--- config.mk ---
export PLATFORM = sky130hd
export DESIGN_NAME = shell_line_tokenizer
export DESIGN_NICKNAME = d
export VERILOG_FILES = /design/src/sv/slt_pkg.sv /design/src/sv/shell_line_tokenizer.sv /design/src/sv/slt_step.sv /design/src/sv/slt_outq.sv
export SDC_FILE = /design/constraint.sdc
export NUM_CORES = 1
export LEC_CHECK = 0
export BUFFER_PORTS_ARGS = -buffer_cell sky130_fd_sc_hd__buf_2
export CAP_MARGIN = 25
export CORE_MARGIN = 2
export CORE_UTILIZATION = 30
export DETAILED_ROUTE_END_ITERATION = 7
export PLACE_DENSITY = 0.52
export SYNTH_ARGS = -nofsm -noshare
export SYNTH_HDL_FRONTEND = slang
export SYNTH_HIERARCHICAL = 1
export SYNTH_SLANG_ARGS = --single-unit
--- constraint.sdc ---
create_clock -name clk -period 9.5 [get_ports clk]
set_clock_uncertainty 0.05 [all_clocks]
set_input_delay 1.9 -clock clk [delete_from_list [all_inputs] [get_ports clk]]
set_output_delay 1.9 -clock clk [all_outputs]
set_load 0.01 [all_outputs]
--- src/sv/slt_pkg.sv ---
// ----------------------------------------------------------------------------
// slt_pkg
// Types and constants shared by the shell line tokenizer modules.
// ----------------------------------------------------------------------------
`default_nettype none

package slt_pkg;

	typedef enum logic [3:0] {
		TK_WORD    = 4'd0,
		TK_PIPE    = 4'd1,
		TK_INPUT   = 4'd2,
		TK_TRUNC   = 4'd3,
		TK_HEREDOC = 4'd4,
		TK_APPEND  = 4'd5,
		TK_END     = 4'd6,
		TK_OPEN_SQ = 4'd7,
		TK_OPEN_DQ = 4'd8
	} tok_kind_t;

	typedef enum logic [1:0] {
		QM_PLAIN  = 2'd0,
		QM_SINGLE = 2'd1,
		QM_DOUBLE = 2'd2
	} quote_mode_t;

	typedef enum logic [1:0] {
		PR_NONE = 2'd0,
		PR_LT   = 2'd1,
		PR_GT   = 2'd2
	} pend_redir_t;

	localparam logic [7:0] CH_NUL   = 8'h00;
	localparam logic [7:0] CH_TAB   = 8'h09;
	localparam logic [7:0] CH_CR    = 8'h0D;
	localparam logic [7:0] CH_SPACE = 8'h20;
	localparam logic [7:0] CH_DQ    = 8'h22;
	localparam logic [7:0] CH_SQ    = 8'h27;
	localparam logic [7:0] CH_LT    = 8'h3C;
	localparam logic [7:0] CH_GT    = 8'h3E;
	localparam logic [7:0] CH_PIPE  = 8'h7C;

	localparam int START_W = 12;
	localparam int LEN_W   = 13;
	localparam int START_LIMIT = 4095;
	localparam int LEN_LIMIT   = 4096;
	localparam int MAX_TOKS    = 3;

	typedef struct packed {
		tok_kind_t            kind;
		logic [START_W-1:0]   start;
		logic [LEN_W-1:0]     length;
		logic                 last;
	} token_t;

	typedef struct packed {
		quote_mode_t qm;
		pend_redir_t pend;
		logic        prev_sep;
	} lex_state_t;

endpackage

`default_nettype wire

--- src/sv/shell_line_tokenizer.sv ---
// ----------------------------------------------------------------------------
// shell_line_tokenizer
// Splits a command line, one byte per transaction, into shell tokens.
// ----------------------------------------------------------------------------
// Input channel s_*: one line byte per transaction in s_tdata; byte 0 ends the
// line and returns the lexer to its start state for the next line.
// Output channel m_*: one token per transaction; m_tuser is the token kind,
// m_tdata carries start offset and length, m_tlast marks the last token
// caused by one input byte. A byte may cause zero to two tokens.
// Path: a byte accepted on s_* passes the input register and then the result
// register before its first token shows on m_* (two register stages).
// Throughput: one byte per cycle while each byte yields at most one token
// and m_tready is high; a byte yielding two tokens holds the result register
// until the single output port takes its last token.
// Reset (arst_n low): no tokens pending, lexer at the start of a line.
// When the receiver stalls, the result register and then the input register
// fill, and s_tready drops until tokens drain.
// ----------------------------------------------------------------------------
`default_nettype none

module shell_line_tokenizer #(
	parameter int MAX_LINE = 4096
) (
	input  wire logic        clk,
	input  wire logic        arst_n,
	input  wire logic        s_tvalid,
	output logic             s_tready,
	input  wire logic [7:0]  s_tdata,   // [7:0] char_code
	output logic             m_tvalid,
	input  wire logic        m_tready,
	output logic [31:0]      m_tdata,   // [11:0] token_start, [24:12] token_length
	output logic [3:0]       m_tuser,   // [3:0] token_kind
	output logic             m_tlast    // last_of_run
);
	import slt_pkg::*;

	localparam int POS_W = $clog2(MAX_LINE + 2);

	logic [7:0]       char_s1;
	logic             valid_s1;
	lex_state_t       st_q, st_nxt;
	logic [POS_W-1:0] pos_q, pos_nxt;
	logic [POS_W-1:0] wbeg_q, wbeg_nxt;
	token_t           toks [MAX_TOKS];
	logic [1:0]       tok_cnt;
	logic             free;
	logic             proceed;

	assign proceed  = valid_s1 && free;
	assign s_tready = !valid_s1 || free;

	always_ff @(posedge clk or negedge arst_n) begin
		if (!arst_n) begin
			valid_s1 <= 1'b0;
		end else if (s_tvalid && s_tready) begin
			valid_s1 <= 1'b1;
		end else if (proceed) begin
			valid_s1 <= 1'b0;
		end
	end

	always_ff @(posedge clk) begin
		if (s_tvalid && s_tready) begin
			char_s1 <= s_tdata;
		end
	end

	always_ff @(posedge clk or negedge arst_n) begin
		if (!arst_n) begin
			st_q   <= '{qm: QM_PLAIN, pend: PR_NONE, prev_sep: 1'b1};
			pos_q  <= '0;
			wbeg_q <= '0;
		end else if (proceed) begin
			st_q   <= st_nxt;
			pos_q  <= pos_nxt;
			wbeg_q <= wbeg_nxt;
		end
	end

	slt_step #(
		.MAX_LINE (MAX_LINE),
		.POS_W    (POS_W)
	) u_step (
		.char_code (char_s1),
		.cur       (st_q),
		.pos       (pos_q),
		.wbeg      (wbeg_q),
		.nxt       (st_nxt),
		.npos      (pos_nxt),
		.nwbeg     (wbeg_nxt),
		.toks      (toks),
		.tok_cnt   (tok_cnt)
	);

	slt_outq u_outq (
		.clk      (clk),
		.arst_n   (arst_n),
		.load     (proceed),
		.toks     (toks),
		.tok_cnt  (tok_cnt),
		.free     (free),
		.m_tvalid (m_tvalid),
		.m_tready (m_tready),
		.m_tdata  (m_tdata),
		.m_tuser  (m_tuser),
		.m_tlast  (m_tlast)
	);

endmodule

`default_nettype wire

--- src/sv/slt_step.sv ---
// ----------------------------------------------------------------------------
// slt_step
// Per-byte tokenizer logic: next state and packed tokens (at most two per byte).
// ----------------------------------------------------------------------------
`default_nettype none

module slt_step #(
	parameter int MAX_LINE = 4096,
	parameter int POS_W    = 13
) (
	input  wire logic [7:0]             char_code,
	input  wire slt_pkg::lex_state_t    cur,
	input  wire logic [POS_W-1:0]       pos,
	input  wire logic [POS_W-1:0]       wbeg,
	output slt_pkg::lex_state_t         nxt,
	output logic [POS_W-1:0]            npos,
	output logic [POS_W-1:0]            nwbeg,
	output slt_pkg::token_t             toks [slt_pkg::MAX_TOKS],
	output logic [1:0]                  tok_cnt
);
	import slt_pkg::*;

	localparam int StartCap = (MAX_LINE - 1 < START_LIMIT) ? MAX_LINE - 1 : START_LIMIT;
	localparam int LenCap   = (MAX_LINE < LEN_LIMIT) ? MAX_LINE : LEN_LIMIT;

	function automatic logic [START_W-1:0] clamp_start(input logic [POS_W-1:0] v);
		if (32'(v) > StartCap) return START_W'(StartCap);
		return START_W'(v);
	endfunction

	function automatic logic [LEN_W-1:0] clamp_len(input logic [POS_W-1:0] v);
		if (32'(v) > LenCap) return LEN_W'(LenCap);
		return LEN_W'(v);
	endfunction

	logic              is_sep;
	logic [POS_W-1:0]  first;
	logic [POS_W-1:0]  pos_adv;
	logic [POS_W-1:0]  word_len;
	logic              word_ok;
	quote_mode_t       qm_upd;
	logic [7:0]        redir_ch;
	logic              a_v, b_v, c_v;
	token_t            a_tok, b_tok, c_tok;
	logic [1:0]        cnt;

	assign is_sep = (char_code > CH_TAB - 8'd1 && char_code < CH_CR + 8'd1)
		|| char_code == CH_SPACE || char_code == CH_PIPE
		|| char_code == CH_LT || char_code == CH_GT;
	assign first    = (pos != '0) ? pos - POS_W'(1) : '0;
	assign pos_adv  = (32'(pos) < MAX_LINE) ? pos + POS_W'(1) : pos;
	assign word_len = (pos >= wbeg) ? pos - wbeg : '0;
	assign word_ok  = !cur.prev_sep && pos != '0;
	assign redir_ch = (cur.pend == PR_LT) ? CH_LT : CH_GT;

	always_comb begin
		qm_upd = cur.qm;
		unique case (cur.qm)
			QM_PLAIN: begin
				if (char_code == CH_SQ) qm_upd = QM_SINGLE;
				else if (char_code == CH_DQ) qm_upd = QM_DOUBLE;
			end
			QM_SINGLE: if (char_code == CH_SQ) qm_upd = QM_PLAIN;
			QM_DOUBLE: if (char_code == CH_DQ) qm_upd = QM_PLAIN;
			default: qm_upd = cur.qm;
		endcase
	end

	always_comb begin
		a_v = 1'b0;
		b_v = 1'b0;
		c_v = 1'b0;
		a_tok = '{kind: TK_INPUT, start: clamp_start(first), length: clamp_len(POS_W'(1)),
			last: 1'b0};
		b_tok = '{kind: TK_WORD, start: clamp_start(wbeg), length: clamp_len(word_len),
			last: 1'b0};
		c_tok = '{kind: TK_END, start: clamp_start(pos), length: '0, last: 1'b0};
		nxt   = cur;
		npos  = pos;
		nwbeg = wbeg;

		if (cur.pend != PR_NONE && char_code == redir_ch) begin
			// doubled redirect: consume this byte
			a_v          = 1'b1;
			a_tok.kind   = (cur.pend == PR_LT) ? TK_HEREDOC : TK_APPEND;
			a_tok.length = clamp_len(POS_W'(2));
			nxt.pend     = PR_NONE;
			nwbeg        = pos + POS_W'(1);
			nxt.prev_sep = is_sep;
			npos         = pos_adv;
		end else begin
			if (cur.pend != PR_NONE) begin
				a_v        = 1'b1;
				a_tok.kind = (cur.pend == PR_LT) ? TK_INPUT : TK_TRUNC;
				nxt.pend   = PR_NONE;
			end
			if (char_code == CH_NUL) begin
				c_v = 1'b1;
				if (cur.qm == QM_SINGLE) c_tok.kind = TK_OPEN_SQ;
				else if (cur.qm == QM_DOUBLE) c_tok.kind = TK_OPEN_DQ;
				else begin
					b_v = word_ok;
				end
				nxt   = '{qm: QM_PLAIN, pend: PR_NONE, prev_sep: 1'b1};
				npos  = '0;
				nwbeg = '0;
			end else begin
				nxt.qm = qm_upd;
				if (qm_upd == QM_PLAIN && is_sep) begin
					b_v = word_ok;
					if (char_code == CH_PIPE) begin
						c_v          = 1'b1;
						c_tok.kind   = TK_PIPE;
						c_tok.length = clamp_len(POS_W'(1));
					end else if (char_code == CH_LT) nxt.pend = PR_LT;
					else if (char_code == CH_GT) nxt.pend = PR_GT;
					nwbeg = pos + POS_W'(1);
				end
				nxt.prev_sep = is_sep;
				npos         = pos_adv;
			end
		end
	end

	// pack valid tokens to the front, mark the final one
	always_comb begin
		cnt = 2'(a_v) + 2'(b_v) + 2'(c_v);
		toks[0] = a_v ? a_tok : (b_v ? b_tok : c_tok);
		toks[1] = a_v ? (b_v ? b_tok : c_tok) : c_tok;
		toks[2] = c_tok;
		unique case (cnt)
			2'd1: toks[0].last = 1'b1;
			2'd2: toks[1].last = 1'b1;
			2'd3: toks[2].last = 1'b1;
			default: ;
		endcase
	end

	assign tok_cnt = cnt;

endmodule

`default_nettype wire

--- src/sv/slt_outq.sv ---
// ----------------------------------------------------------------------------
// slt_outq
// Result register: holds the tokens of one byte and drains them in order.
// ----------------------------------------------------------------------------
`default_nettype none

module slt_outq (
	input  wire logic             clk,
	input  wire logic             arst_n,
	input  wire logic             load,
	input  wire slt_pkg::token_t  toks [slt_pkg::MAX_TOKS],
	input  wire logic [1:0]       tok_cnt,
	output logic                  free,
	output logic                  m_tvalid,
	input  wire logic             m_tready,
	output logic [31:0]           m_tdata,  // [11:0] token_start, [24:12] token_length
	output logic [3:0]            m_tuser,  // [3:0] token_kind
	output logic                  m_tlast   // last_of_run
);
	import slt_pkg::*;

	token_t     q_q [MAX_TOKS];
	logic [1:0] cnt_q;
	logic       pop;

	assign pop  = cnt_q != 2'd0 && m_tready;
	assign free = cnt_q == 2'd0 || (cnt_q == 2'd1 && m_tready);

	always_ff @(posedge clk or negedge arst_n) begin
		if (!arst_n) begin
			cnt_q <= 2'd0;
		end else if (load) begin
			cnt_q <= tok_cnt;
		end else if (pop) begin
			cnt_q <= cnt_q - 2'd1;
		end
	end

	always_ff @(posedge clk) begin
		if (load) begin
			q_q <= toks;
		end else if (pop) begin
			// advance the remaining tokens toward the head
			q_q[0] <= q_q[1];
			q_q[1] <= q_q[2];
		end
	end

	assign m_tvalid = cnt_q != 2'd0;
	assign m_tdata  = {7'd0, q_q[0].length, q_q[0].start};
	assign m_tuser  = q_q[0].kind;
	assign m_tlast  = q_q[0].last;

endmodule

`default_nettype wire
==> results of run 1 <==
[routing by layer]
layer / vias up / global-route usage (%) / part of all wire (%)
met4: 0 / 3.202 / 1.3
met2: 125 / 22.06 / 47
met3: 18 / 2.606 / 3.7
met1: 2970 / 18.46 / 48
li1: 2938 / - / -
met5: - / 0 / 0
[stage by stage]
step / cell area (µm²) / total power, mW / util, %
after floorplan: 8950 / 2.095 / -
after global placement: 9052 / 2.344 / 30.79
after detailed placement: 9052 / 2.353 / 30.79
after CTS: 9656 / 3.049 / 32.84
after global routing: 9683 / 3.236 / 32.93
final: 9683 / 3.031 / 32.93
[power groups by stage]
stage	combinational [mW]	clock (mW)	sequential [mW]
finish	1.32	0.684	1.03
detailed placement	1.31	0	1.04
floorplan	1.11	0	0.982
global route	1.46	0.724	1.05
global placement	1.31	0	1.04
CTS	1.32	0.698	1.03
[cell usage after synthesis, drive strengths merged, types with 9 or more instances]
cell | n | area share (%)
edfxtp | 98 | 33
mux2 | 95 | 15
nor2 | 87 | 3.7
buf | 72 | 6.4
nand2 | 45 | 2.0
inv | 44 | 1.9
a21oi | 36 | 2.0
dfrtp | 33 | 9.3
o21ai | 33 | 1.9
clkbuf | 30 | 1.3
nor3 | 25 | 1.4
nand3 | 20 | 1.1
ha | 18 | 2.5
xnor2 | 18 | 1.8
a211oi | 16 | 1.4
nor4 | 13 | 0.99
or3 | 10 | 0.70
and2 | 9 | 0.63
nand4 | 9 | 0.63
xor2 | 9 | 0.89
[how the worst max path moves through the flow]
stage	from	end	slack (ps)	cells after the start
2_1_floorplan	m_tready	u_outq/m_tdata[0]	4910	8
3_3_place_gp	m_tready	u_outq/q_q[31]	4920	8
3_5_place_dp	m_tready	u_outq/q_q[33]	4910	8
4_1_cts	m_tready	s_tready	5070	5
5_1_grt	m_tready	s_tready	5020	5
6_report	m_tready	s_tready	5080	5
[area by class of cell]
type                    count  area, µm²  share of cell area (%)
clock buffers              17      425.4                   4.393
multi-input cells         575       4319                   44.61
well taps                 390      488.0                   5.039
inverters                  44      167.7                   1.731
clock inverters            15      177.7                   1.835
repair buffers             53      310.3                   3.205
flip-flops and latches    132       3795                   39.19
[sequential cells by signal, indices dropped and copies added (netlist names)]
signal,flops
u_outq/cnt_q,2
u_outq/q_q,60
wbeg_q,13
valid_s1,1
u_outq/m_tlast,1
u_outq/m_tdata,25
pos_q,13
u_outq/m_tuser,4
st_q,5
char_s1,8
[cell families after synthesis]
family	share of synthesized area (%)
flops	42.71
buf+inv	9.504
fa+ha+maj	2.985
xor+xnor	2.661
other cells	0.08451
mux	15.81
compound gates	11.24
simple gates	15.01
==> out/metrics.csv, run 1 <==
metric;value;unit
status;complete, no violations;
Comb pwr share;43.6;%
die area;31010;µm²
r2r worst-path depth;11;
sw frac;37.01;%
dpl ws;4906;ps
Ports;51;
Max IR drop VDD;218.6;µV
R2R Setup Slk;5400;ps
clock buffer depth;2;
post-route worst setup slack;5081;ps
Worst Path Required;7550;ps
Post-synth top flop;edfxtp_1;
PortBufs;43;
Total Routing Usage GR;13.50;%
Reg-to-Reg Start;pos_q[0];
Yosys cell types;77;
largest net degree at the start of global routing;65;
commonest non-fill, non-tap cell in the layout;edfxtp_1;
final-stage net count;855;
clock slew at reported path FFs;60;ps
internal power;1.909;mW
Root Buffer Master;clkbuf_16;
DRC Markers;0;
Hold Slack;488.4;ps
Die Wd;176.1;µm
Row Count;63;
CP max FO;4;
core area;29400;µm²
htree depth;4;
share of layout cells above drive strength 1;24.04;%
Mapped Area;8886;µm²
Hold Buf Count CTS;0;
Synth Instances;836;
clock latency on the worst-skew pair;420;ps
Final period util;46.52;%
Detailed Route WL;20100;µm
Crit. End Element;output port;
Final TNS setup;0;ps
# fillers;3000;
vias in the first global route;5926;
Worst-Margin Slew;1129;ps
Overflow after GRT;0;
CTS tree;yes;
CTS resizes;0;
Worst Hold End;st_q[1];
max incr delay on CP;180;ps
TritonCTS Buffers;17;
max_slew headroom;24.41;%
Bufs and invs on worst path;2;
hold_sp;st_q[1];
final setup vio count;0;
maxcap violations;0;
first-pass GRT wire length;33060;µm
unrepaired setup endpoints after global routing;false;
Hold WC Path Type;flop to flop;
dpl cells;1193;
Initial Util;30.22;%
fin. max-slew vios;0;
Post-synth EDFFs;98;
Mapped Avg Cell Area;10.63;µm²
clock tree sinks;132;
final hold violations;0;
leak pwr;4.062;nW
CP cell instances;buf_2 -> nand2_1 -> nand2_1 -> nand2b_1 -> buf_2;
WHS Path Cells;1;
Clk network pwr share;22.6;%
crit path time final;4419;ps
critical path's top delay family;simple AND/OR/NAND/NOR gates;
critical path type;primary input to output port;
most frequent cells in the layout;98 x edfxtp_1, 87 x nor2_1, 76 x mux2_4;
YS warnings;6;
slowest cell on the critical path;nand2b_1;
critical path data arrival time;2470;ps
drt first pass iters;6;
f_max;0.2263;GHz
detailed router's first-iteration violation count;492;
#FFs+latches synth;132;
postcts setup bufs;0;
post-DR wirelength/cell;16.39;µm
Critical Path Start Type;primary input;
Via density;4.936;
RR Endpoint;u_outq/m_tdata[14];
FFs w/ async S/R, synth;25.76;%
initial antenna violation count;0;
GPL Wtd Cong;0.8333;
post-route insts no fill;1226;
sequential share of power;33.9;%
sequential share of the synthesized area;42.71;%
pwr dens;313.0;nW/µm²
die height;176.1;µm
antenna diode count;0;
hpwl dp;13800;µm
Switch Pwr;1.122;mW
Final ANT Viol Nets;0;
Area Growth Syn to Fin;8.969;%
Via Count;6051;
Note: power is estimated with default switching activity, not from simulation.
==> run 2, diff against run 1 <==
Settings changed: PLACE_DENSITY 0.52 to 0.54.
Clock period 9.5 ns to 4 ns, I/O delays scaled along.
==> run 2 against run 1 <==
- die area unchanged
- critical path type is now flop to flop
- utilization increased by 0.47 points
- cell count increased by 1.1%
- total power increased by 140%
- count of clock-buffer cells in the layout increased by 6
- clock power increased by 150%
- sequential cell count unchanged
- non-clock buffer count increased by 13
==> out/metrics.csv, run 2 (synthesis gave the netlist of run 1 again) <==
metric;value;unit
Via Count;6120;
Reg-to-Reg Start;pos_q[1];
# fillers;3001;
Die Wd;176.1;µm
most frequent cells in the layout;98 x edfxtp_1, 87 x nor2_1, 76 x mux2_4;
post-route worst setup slack;226.5;ps
Register Area;3795;µm²
share of layout cells above drive strength 1;24.97;%
post-DR wirelength/cell;16.48;µm
area occupied by multi-input gates;4319;µm²
Worst Setup SP;pos_q[1];
clock latency on the worst-skew pair;420;ps
clock slew at reported path FFs;60;ps
Largest Register;u_outq/q_q;
PortBufs;43;
CTS resizes;0;
first-pass GRT wire length;32950;µm
Crit. End Element;flop;
Worst-Margin Slew;1091;ps
GPL Wtd Cong;0.8638;
htree depth;4;
Max IR drop VDD;732.2;µV
Overflow after GRT;0;
clock buffer depth;2;
antenna diode count;0;
internal power;4.696;mW
dpl ws;325.7;ps
crit path time final;3773;ps
Root Buffer Master;clkbuf_16;
critical path type;flop to flop;
Final period util;94.34;%
initial antenna violation count;0;
R2R Setup Slk;230;ps
maxcap violations;0;
max_slew headroom;27.26;%
Total Routing Usage GR;13.49;%
fin. max-slew vios;0;
Hold Buf Count CTS;0;
detailed router's first-iteration violation count;423;
die height;176.1;µm
Detailed Route WL;20420;µm
Row Count;63;
commonest non-fill, non-tap cell in the layout;edfxtp_1;
CP max FO;27;
Via density;4.939;
hpwl dp;14050;µm
vias in the first global route;5988;
Comb pwr share;44.0;%
Final TNS setup;0;ps
postcts setup bufs;0;
core area;29400;µm²
Ports;51;
status;complete, no violations;
Hold WC Path Type;primary input to asynchronous set/reset pin;
largest net degree at the start of global routing;97;
max reg flops;60;
Area Growth Syn to Fin;10.52;%
CTS tree;yes;
pwr dens;743.9;nW/µm²
f_max;0.2650;GHz
Worst Path Required;4120;ps
leak pwr;4.144;nW
Final ANT Viol Nets;0;
final-stage net count;868;
final hold violations;0;
DRC Markers;0;
critical path data arrival time;3890;ps
TritonCTS Buffers;17;
sequential share of power;32.7;%
Initial Util;30.22;%
die area;31010;µm²
sw frac;35.72;%
unrepaired setup endpoints after global routing;false;
Clk network pwr share;23.3;%
clock tree sinks;132;
Switch Pwr;2.610;mW
final setup vio count;0;
drt first pass iters;5;
Critical Path Start Type;flop;
==> run 2: cell count changes in the layout (fill, tap and decap cells not counted) <==
cell / before / now
clkbuf_8: 0 / 4
clkinv_2: 4 / 3
clkbuf_1: 0 / 2
inv_6: 4 / 0
buf_16: 1 / 0
bufinv_16: 3 / 4
clkinv_4: 2 / 0
buf_12: 0 / 2
buf_4: 9 / 21
==> run 2: final timing paths <==
kind / endpoint / cells after the start
setup / recovery: u_outq/q_q[47] / 10
hold / removal: valid_s1 / 1
setup reg to reg: u_outq/q_q[47] / 10
hold reg to reg: wbeg_q[11] / 1
max in group asynchronous: wbeg_q[1] / 1
min in group clk: wbeg_q[11] / 1
==> run 2: routing by layer <==
layer  global-route usage, %  vias up  wire, µm
met5                       0        -         0
met4                   3.616        0       258
met2                   21.96      148      9450
li1                        -     2960         -
met3                   2.713       26      1019
met1                   18.29     2986      9694
==> run 2: cell type report <==
| class | instances | share of cell area (%) |
|---|---|---|
| Clock buffer | 23 | 4.969 |
| Clock inverter | 9 | 1.529 |
| Inverter | 44 | 1.707 |
| Multi-Input combinational cell | 575 | 43.98 |
| Sequential cell | 132 | 38.64 |
| Tap cell | 390 | 4.969 |
| Timing Repair Buffer | 66 | 4.204 |
==> run 2: metrics by stage <==
step	instance area [µm²]	power, mW	utilization [%]	instances	hold WS (ps)
2_1_floorplan	8950	4.976	-	853	429.5
3_3_place_gp	9175	5.586	31.21	1206	472.6
3_5_place_dp	9183	5.613	31.23	1207	474.7
4_1_cts	9821	7.346	33.40	1239	467.8
5_1_grt	9821	7.779	33.40	1239	487.1
6_report	9821	7.306	33.40	1239	435.4
==> run 2: worst max-delay path, cell delays in order, from the launching register on <==
cell     delay [ps]
dfrtp_1         480
inv_1           170
ha_1            190
or3b_1          460
nor4b_2         370
a31oi_1         260
and2_1          280
and3_1          540
nor3_1          320
a21oi_1          80
mux2_4          310
==> run 2: power groups by stage <==
stage,Combinational (mW),Sequential [mW],Clock [mW]
5_1_grt,3.53,2.45,1.80
4_1_cts,3.21,2.40,1.74
6_report,3.21,2.39,1.70
3_5_place_dp,3.19,2.42,0
3_3_place_gp,3.18,2.41,0
2_1_floorplan,2.64,2.33,0
